<file path="config.mk">
export PLATFORM = sky130hd
export DESIGN_NAME = differential_drive_odometry
export DESIGN_NICKNAME = d
export VERILOG_FILES = /design/src/rtl/ddo_pkg.sv /design/src/rtl/ddo_serial_mul.sv /design/src/rtl/ddo_cordic.sv /design/src/rtl/differential_drive_odometry.sv
export SDC_FILE = /design/constraint.sdc
export NUM_CORES = 2
export LEC_CHECK = 0
export ABC_AREA = 0
export BUFFER_PORTS_ARGS = -buffer_cell sky130_fd_sc_hd__buf_2
export CAP_MARGIN = 20
export CORE_ASPECT_RATIO = 1.75
export CORE_MARGIN = 2
export CORE_UTILIZATION = 65
export CTS_CLUSTER_DIAMETER = 200
export DETAILED_ROUTE_END_ITERATION = 8
export PLACE_DENSITY = 0.83
export SLEW_MARGIN = 0
export SYNTH_ARGS = -nofsm -noshare
export SYNTH_HDL_FRONTEND = slang
export SYNTH_SLANG_ARGS = --single-unit
</file>
<file path="constraint.sdc">
create_clock -name clk -period 10.2 [get_ports clk]
set_input_delay 0.51 -clock clk [delete_from_list [all_inputs] [get_ports clk]]
set_output_delay 0.51 -clock clk [all_outputs]
set_load 0.005 [all_outputs]
</file>
<file path="src/rtl/ddo_pkg.sv">
// Package for the differential drive odometry block: constants, CORDIC angle table.
// No dependencies.
`default_nettype none
package ddo_pkg;
	localparam logic [31:0] PI_OVER_180_Q32 = 32'd74961321;
	localparam logic [31:0] INV_TWO_PI_Q32  = 32'd683565276;
	localparam logic [31:0] CORDIC_GAIN_Q30 = 32'd652032874;
	localparam logic [1:0] REG_INIT_HEADING = 2'd0;
	localparam logic [1:0] REG_WHEEL_RADIUS = 2'd1;
	localparam logic [1:0] REG_INV_TRACK    = 2'd2;

	function automatic logic [31:0] atan_turn(input logic [4:0] i);
		logic [31:0] r;
		begin
			case (i)
				5'd0: r = 32'd536870912;
				5'd1: r = 32'd316933406;
				5'd2: r = 32'd167458907;
				5'd3: r = 32'd85004756;
				5'd4: r = 32'd42667331;
				5'd5: r = 32'd21354465;
				5'd6: r = 32'd10679838;
				5'd7: r = 32'd5340245;
				5'd8: r = 32'd2670163;
				5'd9: r = 32'd1335087;
				5'd10: r = 32'd667544;
				5'd11: r = 32'd333772;
				5'd12: r = 32'd166886;
				5'd13: r = 32'd83443;
				5'd14: r = 32'd41722;
				5'd15: r = 32'd20861;
				5'd16: r = 32'd10430;
				5'd17: r = 32'd5215;
				5'd18: r = 32'd2608;
				5'd19: r = 32'd1304;
				5'd20: r = 32'd652;
				5'd21: r = 32'd326;
				5'd22: r = 32'd163;
				5'd23: r = 32'd81;
				default: r = 32'd0;
			endcase
			return r;
		end
	endfunction
endpackage
`default_nettype wire

</file>
<file path="src/rtl/ddo_serial_mul.sv">
// Shift-add signed multiplier, one multiplier bit per cycle.
// Depends on nothing; used by the odometry top level.
`default_nettype none
module ddo_serial_mul #(
	parameter int AW = 34,
	parameter int BW = 33
) (
	input  wire logic                 clk,
	input  wire logic                 arst_n,
	input  wire logic                 start,
	input  wire logic signed [AW-1:0] a,
	input  wire logic signed [BW-1:0] b,
	output logic                      done,
	output logic signed [AW+BW-1:0]   p
);
	localparam int CW = $clog2(BW + 1);
	logic signed [AW+BW-1:0] acc_q;
	logic signed [AW+BW-1:0] a_q;
	logic [BW-1:0] b_q;
	logic [CW-1:0] cnt_q;
	logic busy_q;

	always_ff @(posedge clk or negedge arst_n) begin
		if (!arst_n) begin
			busy_q <= 1'b0;
			done <= 1'b0;
			cnt_q <= '0;
		end else begin
			done <= 1'b0;
			if (start) begin
				busy_q <= 1'b1;
				cnt_q <= '0;
			end else if (busy_q) begin
				cnt_q <= cnt_q + 1'b1;
				if (cnt_q == CW'(BW - 1)) begin
					busy_q <= 1'b0;
					done <= 1'b1;
				end
			end
		end
	end

	always_ff @(posedge clk) begin
		if (start) begin
			acc_q <= '0;
			a_q <= (AW+BW)'(a);
			b_q <= b;
		end else if (busy_q) begin
			// top bit of b has negative weight
			if (b_q[0]) begin
				if (cnt_q == CW'(BW - 1)) acc_q <= acc_q - a_q;
				else acc_q <= acc_q + a_q;
			end
			a_q <= a_q <<< 1;
			b_q <= b_q >> 1;
		end
	end
	assign p = acc_q;
endmodule
`default_nettype wire

</file>
<file path="src/rtl/ddo_cordic.sv">
// Iterative CORDIC rotation giving cosine and sine in Q4.30.
// Depends on ddo_pkg (angle table, gain).
`default_nettype none
module ddo_cordic import ddo_pkg::*; #(
	parameter int CORDIC_STEPS = 16
) (
	input  wire logic               clk,
	input  wire logic               arst_n,
	input  wire logic               start,
	input  wire logic [31:0]        angle,
	output logic                    done,
	output logic signed [33:0]      cos_o,
	output logic signed [33:0]      sin_o
);
	logic signed [33:0] x_q, y_q;
	logic signed [33:0] z_q;
	logic flip_q, busy_q;
	logic [4:0] i_q;
	logic flip;
	logic [31:0] ang;
	logic signed [33:0] xs, ys, at;

	assign flip = (angle[31:30] == 2'd1) || (angle[31:30] == 2'd2);
	assign ang = flip ? angle + 32'h8000_0000 : angle;
	assign xs = x_q >>> i_q;
	assign ys = y_q >>> i_q;
	assign at = 34'(atan_turn(i_q));

	always_ff @(posedge clk or negedge arst_n) begin
		if (!arst_n) begin
			busy_q <= 1'b0;
			done <= 1'b0;
			i_q <= '0;
		end else begin
			done <= 1'b0;
			if (start) begin
				busy_q <= 1'b1;
				i_q <= '0;
			end else if (busy_q) begin
				i_q <= i_q + 1'b1;
				if (i_q == 5'(CORDIC_STEPS - 1)) begin
					busy_q <= 1'b0;
					done <= 1'b1;
				end
			end
		end
	end

	always_ff @(posedge clk) begin
		if (start) begin
			x_q <= 34'(CORDIC_GAIN_Q30);
			y_q <= '0;
			z_q <= 34'(signed'(ang));
			flip_q <= flip;
		end else if (busy_q) begin
			if (!z_q[33]) begin
				x_q <= x_q - ys;
				y_q <= y_q + xs;
				z_q <= z_q - at;
			end else begin
				x_q <= x_q + ys;
				y_q <= y_q - xs;
				z_q <= z_q + at;
			end
		end
	end
	assign cos_o = flip_q ? -x_q : x_q;
	assign sin_o = flip_q ? -y_q : y_q;
endmodule
`default_nettype wire

</file>
<file path="src/rtl/differential_drive_odometry.sv">
// Top level of the differential drive odometry block: sequencer, state, output register.
// Depends on ddo_pkg, ddo_serial_mul, ddo_cordic.
//
// channel | direction | handshake          | payload
// in      | in        | in_valid/in_ready  | action, left_angle, right_angle, pos_x, pos_y
// out     | out       | out_valid/out_ready| new_x, new_y, heading_out
// cfg     | in        | cfg_valid/cfg_ready| cfg_index, cfg_data
//
// An update word runs 7 serial multiplies on the one shared bit-serial multiplier, plus
// the CORDIC, which overlaps the first product: out_valid rises once the last multiply
// is done and the result has passed through ST_OUT into the output register.
// A start word goes from ST_IDLE to ST_OUT, which loads the output register and sets out_valid.
// One word at a time; in_ready is low while a word is in work or its result waits.
// Reset clears stored angles and heading and loads register defaults.
`default_nettype none
module differential_drive_odometry import ddo_pkg::*; #(
	parameter int CORDIC_STEPS = 16,
	parameter int HEADING_BITS = 16
) (
	input  wire logic               clk,
	input  wire logic               arst_n,
	input  wire logic               in_valid,
	output logic                    in_ready,
	input  wire logic               action,
	input  wire logic signed [31:0] left_angle,
	input  wire logic signed [31:0] right_angle,
	input  wire logic signed [31:0] pos_x,
	input  wire logic signed [31:0] pos_y,
	output logic                    out_valid,
	input  wire logic               out_ready,
	output logic signed [31:0]      new_x,
	output logic signed [31:0]      new_y,
	output logic [15:0]             heading_out,
	input  wire logic               cfg_valid,
	output logic                    cfg_ready,
	input  wire logic [1:0]         cfg_index,
	input  wire logic [23:0]        cfg_data
);
	localparam int HB = HEADING_BITS;
	localparam int PW = 67;
	localparam logic [3:0] ST_IDLE = 4'd0, ST_SCALE = 4'd1, ST_UL = 4'd2, ST_UR = 4'd3,
		ST_MC = 4'd4, ST_MS = 4'd5, ST_W = 4'd6, ST_DH = 4'd7, ST_OUT = 4'd8;

	logic [3:0] st_q;
	logic [15:0] init_head_q, radius_q;
	logic [23:0] itw_q;
	logic signed [31:0] lprev_q, rprev_q;
	logic [HB-1:0] head_q;
	logic signed [31:0] la_q, ra_q, px_q, py_q;
	logic signed [33:0] scale_q, ul_q, ur_q, w_q, cos_q, sin_q;
	logic signed [31:0] nx_q, ny_q;

	logic mstart, mdone, cstart, cdone;
	logic signed [33:0] ma;
	logic signed [32:0] mb;
	logic signed [PW-1:0] mp;
	logic signed [33:0] ccos, csin;

	ddo_serial_mul #(.AW(34), .BW(33)) u_mul (.clk, .arst_n, .start(mstart), .a(ma),
		.b(mb), .done(mdone), .p(mp));
	ddo_cordic #(.CORDIC_STEPS(CORDIC_STEPS)) u_cordic (.clk, .arst_n, .start(cstart),
		.angle({head_q, {(32-HB){1'b0}}}), .done(cdone), .cos_o(ccos), .sin_o(csin));

	function automatic logic signed [31:0] sat(input logic signed [PW-1:0] v);
		if (v > PW'(64'sd2147483647)) return 32'sh7fffffff;
		if (v < -PW'(64'sd2147483648)) return 32'sh80000000;
		return v[31:0];
	endfunction

	// heading as 16 bits
	function automatic logic [15:0] to16(input logic [HB-1:0] h);
		logic [HB+23:0] t;
		t = {h, 24'd0};
		return t[HB+23 -: 16];
	endfunction

	logic signed [33:0] mean;
	logic signed [PW-1:0] rnd30, rnd24, rndh;
	assign mean = (ul_q + ur_q) >>> 1;
	assign rnd30 = (mp + (PW'(1) <<< 29)) >>> 30;
	assign rnd24 = (mp + (PW'(1) <<< 23)) >>> 24;
	assign rndh = (mp + (PW'(1) <<< (47 - HB))) >>> (48 - HB);

	assign in_ready = (st_q == ST_IDLE) && !out_valid;
	assign cfg_ready = 1'b1;
	assign cstart = (st_q == ST_IDLE) && in_valid && in_ready && !action;

	always_comb begin
		ma = '0; mb = '0;
		case (st_q)
			ST_SCALE: begin ma = 34'(radius_q); mb = 33'(PI_OVER_180_Q32); end
			ST_UL: begin ma = 34'(la_q) - 34'(lprev_q); mb = scale_q[32:0]; end
			ST_UR: begin ma = 34'(ra_q) - 34'(rprev_q); mb = scale_q[32:0]; end
			ST_MC: begin ma = cos_q; mb = mean[32:0]; end
			ST_MS: begin ma = sin_q; mb = mean[32:0]; end
			ST_W: begin ma = ur_q - ul_q; mb = 33'(itw_q); end
			ST_DH: begin ma = w_q; mb = 33'(INV_TWO_PI_Q32); end
			default: ;
		endcase
	end

	logic go_q;
	assign mstart = go_q;

	always_ff @(posedge clk or negedge arst_n) begin
		if (!arst_n) begin
			st_q <= ST_IDLE;
			go_q <= 1'b0;
			out_valid <= 1'b0;
			init_head_q <= 16'd32768;
			radius_q <= 16'd12800;
			itw_q <= 24'd111848;
			lprev_q <= '0;
			rprev_q <= '0;
			head_q <= '0;
		end else begin
			go_q <= 1'b0;
			if (out_valid && out_ready) out_valid <= 1'b0;
			if (cfg_valid) begin
				case (cfg_index)
					REG_INIT_HEADING: init_head_q <= cfg_data[15:0];
					REG_WHEEL_RADIUS: radius_q <= cfg_data[15:0];
					REG_INV_TRACK: itw_q <= cfg_data;
					default: ;
				endcase
			end
			case (st_q)
				ST_IDLE: if (in_valid && in_ready) begin
					la_q <= left_angle; ra_q <= right_angle;
					px_q <= pos_x; py_q <= pos_y;
					if (action) begin
						lprev_q <= left_angle; rprev_q <= right_angle;
						head_q <= HB'({init_head_q, 24'd0} >> (40 - HB));
						nx_q <= pos_x; ny_q <= pos_y;
						st_q <= ST_OUT;
					end else begin
						st_q <= ST_SCALE; go_q <= 1'b1;
					end
				end
				ST_SCALE: if (mdone) begin
					scale_q <= rnd24[33:0]; st_q <= ST_UL; go_q <= 1'b1;
				end
				ST_UL: if (mdone) begin
					ul_q <= 34'(sat(mp)); st_q <= ST_UR; go_q <= 1'b1;
				end
				ST_UR: if (mdone) begin
					ur_q <= 34'(sat(mp)); st_q <= ST_MC; go_q <= 1'b1;
				end
				ST_MC: if (mdone) begin
					nx_q <= sat(PW'(px_q) + rnd30); st_q <= ST_MS; go_q <= 1'b1;
				end
				ST_MS: if (mdone) begin
					ny_q <= sat(PW'(py_q) + rnd30); st_q <= ST_W; go_q <= 1'b1;
				end
				ST_W: if (mdone) begin
					w_q <= rnd24[33:0]; st_q <= ST_DH; go_q <= 1'b1;
				end
				ST_DH: if (mdone) begin
					head_q <= head_q + rndh[HB-1:0];
					lprev_q <= la_q; rprev_q <= ra_q;
					st_q <= ST_OUT;
				end
				ST_OUT: begin
					new_x <= nx_q; new_y <= ny_q; heading_out <= to16(head_q);
					out_valid <= 1'b1; st_q <= ST_IDLE;
				end
				default: st_q <= ST_IDLE;
			endcase
		end
	end

	// CORDIC finishes during the scale multiply, well before its results are used
	always_ff @(posedge clk) begin
		if (cdone) begin
			cos_q <= ccos; sin_q <= csin;
		end
	end
endmodule
`default_nettype wire
</file>
==> results.tsv <==
stage	metric	value	unit
critical_path	reg2reg setup slack	2.67	ns
clocking	clock sinks	898	
synthesis	sequential area share after synthesis	38.9	%
critical_path	Crit path required time	10.66	ns
die	die area	101000	sq um
global_route	initial antenna violation count	10	
detailed_routing	drt initial violations	6818	
timing	RSZ-0062 raised after global routing	no	
timing	post-route minimum period	7.53	ns
timing	Slew HR	16.8	%
min_path	Hold Path Cell Cnt	2	
critical_path	Arr. time, crit path	7.99	ns
die	Ports	243	
clocking	H-tree lvl count	3	
min_path	HP Class	in -> reg	
synthesis	Syn. warnings	0	
final_layout	end-of-flow core utilization	71.8	%
synthesis	Synth Cell Area	63900	sq um
timing	slack of the critical path	2.67	ns
synthesis	Syn Nets	7331	
run	max-cap check violation count	0	
final_layout	area grow syn2layout	9.85	%
clocking	clk slew on worst S/H paths	0.08	ns
die	initial core utilization	65.4	%
critical_path	CP Launch Type	flop	
critical_path	Setup crit end kind	flop	
synthesis	Post-Syn Area per Cell	9.46	sq um
global_route	first-pass GRT wire length	344000	um
die	Die X	241	um
power	Max VDD drop	0.000562	V
final_layout	share of layout cells above drive strength 1	10.9	%
critical_path	Worst R2R Path Depth	20	
timing	Slew @ Worst Pin	1.25	ns
clocking	clk root buf	clkbuf_16	
clocking	worst-skew pair later-pin latency	0.73	ns
timing	fin crit share	73.8	%
detailed_routing	DRT antenna net count	0	
clocking	total CTS buffers	86	
global_route	GRT Total Usage	46.0	%
clocking	CTS Hold Buffers Added	112	
critical_path	Setup CP Type	reg -> reg	
synthesis	flops & latches, synth	898	
detailed_routing	Via density	6.93	
power	PD cells	416	nW/um^2
clocking	Longest Clk Path Bufs	3	
timing	post-route clock skew	0.0327	ns
placed_design	DP Wirelength	170000	um
placed_design	pre-CTS WS	2.92	ns
final_layout	most frequent cells in the layout	nand2_1 (660), edfxtp_1 (606), a21oi_1 (561)	
critical_path	worst-path fanout max	29	
run_status	status	complete, no violations	
clocking	setup bufs post-CTS	0	
clocking	# resized after CTS	0	
timing	maximum clock frequency	133	MHz
timing	Max Slew Vio Count	0	
timing	Hold Vio Cnt, Final	0	
global_route	grt ovf	0	
synthesis	Cells after Synth	6753	
final_layout	most common library cell in the layout ignoring fill and taps	nand2_1	
synthesis	async set-reset flop share out of synthesis	17.5	%
die	Std-Cell Rows	152	
synthesis	EDFF count, synth	606	
detailed_routing	DRT Pass-1 Iters	6	
clocking	CTS tree	yes	
die	Die Ht	419	um
final_layout	nets	7472	
timing	Final setup viols	0	
placed_design	RePlAce Congestion	1.10	
power	Pleak	0.0293	uW
detailed_routing	Routed WL	234000	um
global_route	largest net degree at the start of global routing	90	
placed_design	Port Buffer Count	241	
timing	setup_tns	0	ns
final_layout	Layout fillers	7301	
detailed_routing	vias	57400	
detailed_routing	drt wl/cell	28.3	um
die	Core ar.	97800	sq um
synthesis	ys flop type	edfxtp_1	
global_route	vias in the first global route	55900	
detailed_routing	DR DRC count	0	
synthesis	Yosys cell types	108	
power breakdown:
part | switching [uW] | internal [uW] | leakage [uW] | total, uW
clock | 1570 | 1880 | 0.00145 | 3450
sequential | 1350 | 5130 | 0.00872 | 6480
combinational | 11500 | 7730 | 0.0191 | 19200
total | 14400 | 14700 | 0.0293 | 29200
layer usage:
metal	vias up	wire [um]	part of all wire, %	global-route usage (%)
met5	-	86	0.037	0
met4	12	25800	11	41.3
met3	1229	21900	9.3	11.0
met2	3574	110000	47	75.4
met1	27400	76100	32	48.8
li1	25200	-	-	-
cells in the mapped netlist, types with 35 or more instances:
cell type | count | share of area [%]
edfxtp_1 | 606 | 28
nand3_1 | 123 | 0.96
a21oi_1 | 563 | 4.4
ha_1 | 407 | 8.0
xnor2_1 | 416 | 5.7
a21o_1 | 214 | 2.5
buf_1 | 52 | 0.31
a22oi_1 | 45 | 0.53
a211oi_1 | 56 | 0.66
mux4_2 | 83 | 2.9
nor3_1 | 82 | 0.64
o31ai_1 | 57 | 0.67
o21bai_1 | 58 | 0.68
mux2i_1 | 105 | 1.6
nand2b_1 | 57 | 0.56
clkbuf_1 | 317 | 1.9
a221o_1 | 77 | 1.2
a31oi_1 | 139 | 1.4
nand4_1 | 61 | 0.60
o22ai_1 | 35 | 0.34
dfrtp_1 | 144 | 5.6
dfxtp_1 | 135 | 4.2
nor2b_1 | 51 | 0.50
xor2_1 | 214 | 2.9
and2_1 | 45 | 0.44
mux2_2 | 79 | 1.4
nor2_1 | 546 | 3.2
o21ai_0 | 323 | 2.5
o21a_1 | 48 | 0.56
inv_1 | 271 | 1.6
or3_1 | 36 | 0.35
and3_1 | 78 | 0.76
nand2_1 | 661 | 3.9
path summary, 6_finish.rpt:
kind,start,endpoint
worst max-delay path,u_mul.p[30],ny_q[27]
worst min-delay path,cfg_data[18],itw_q[18]
worst max register to register,u_mul.p[30],ny_q[27]
worst min register to register,nx_q[31],new_x[31]
max in group asynchronous,arst_n,u_cordic.i_q[0]
min in group asynchronous,arst_n,u_mul.cnt_q[5]
cell type report:
| class | count | area [sq um] | share of cell area (%) |
|---|---|---|---|
| Tap cell | 1309 | 1640 | 2.33 |
| Antenna cell | 4 | 10.0 | 0.0143 |
| Multi-Input combinational cell | 5174 | 36500 | 52.1 |
| Timing Repair Buffer | 460 | 3170 | 4.52 |
| Sequential cell | 898 | 24900 | 35.4 |
| Inverter | 274 | 1030 | 1.47 |
| Clock inverter | 46 | 503 | 0.717 |
| Clock buffer | 115 | 2440 | 3.47 |
through the flow:
step / area (sq um) / power (uW) / cells / hold slack [ns]
floorplan: 63900 / 20000 / 6753 / 0.214
global placement: 66000 / 24600 / 7996 / 0.403
detailed placement: 66000 / 24900 / 7997 / 0.405
CTS: 70100 / 28500 / 8270 / 0.00191
global route: 70200 / 30900 / 8277 / 0.00328
finish: 70200 / 29200 / 8280 / 0.0267
kinds of logic after synthesis:
family / Yosys count / share of synthesized area (%)
buffers and inverters: 681 / 4.18
flip-flops: 898 / 38.9
multiplexers: 271 / 6.04
XOR/XNOR: 630 / 8.64
adder cells (fa/ha/maj): 418 / 8.31
other: 1 / 0.00587
AND/OR/NAND/NOR: 1892 / 13.7
AO/OA/AOI/OAI: 1962 / 20.2
worst max-delay path, stage by stage (launching register included):
cell,delay [ns]
dfxtp_1,0.77
ha_1,0.54
nand4_1,0.45
nor3_1,0.49
nand3_1,0.23
nor2_1,0.23
and3_1,0.30
xor2_1,0.41
ha_1,0.29
nand3_1,0.15
nor3_1,0.19
nand2_1,0.09
or3_1,0.34
a211oi_2,0.44
o311ai_4,0.17
o21ai_2,0.21
mux2_4,0.32
or4_1,0.53
or4_4,0.47
and2_4,0.29
a221o_1,0.34
flip-flops by register name, indices dropped and copies added, names as in the netlist, 33 cells and up:
| register | count |
|---|---|
| u_cordic.z_q | 34 |
| w_q | 34 |
| u_cordic.x_q | 34 |
| u_mul.p | 67 |
| u_mul.b_q | 33 |
| scale_q | 33 |
| u_mul.a_q | 67 |
| sin_q | 34 |
| cos_q | 34 |
| u_cordic.y_q | 34 |
Note: power is estimated with default switching activity, not from simulation.
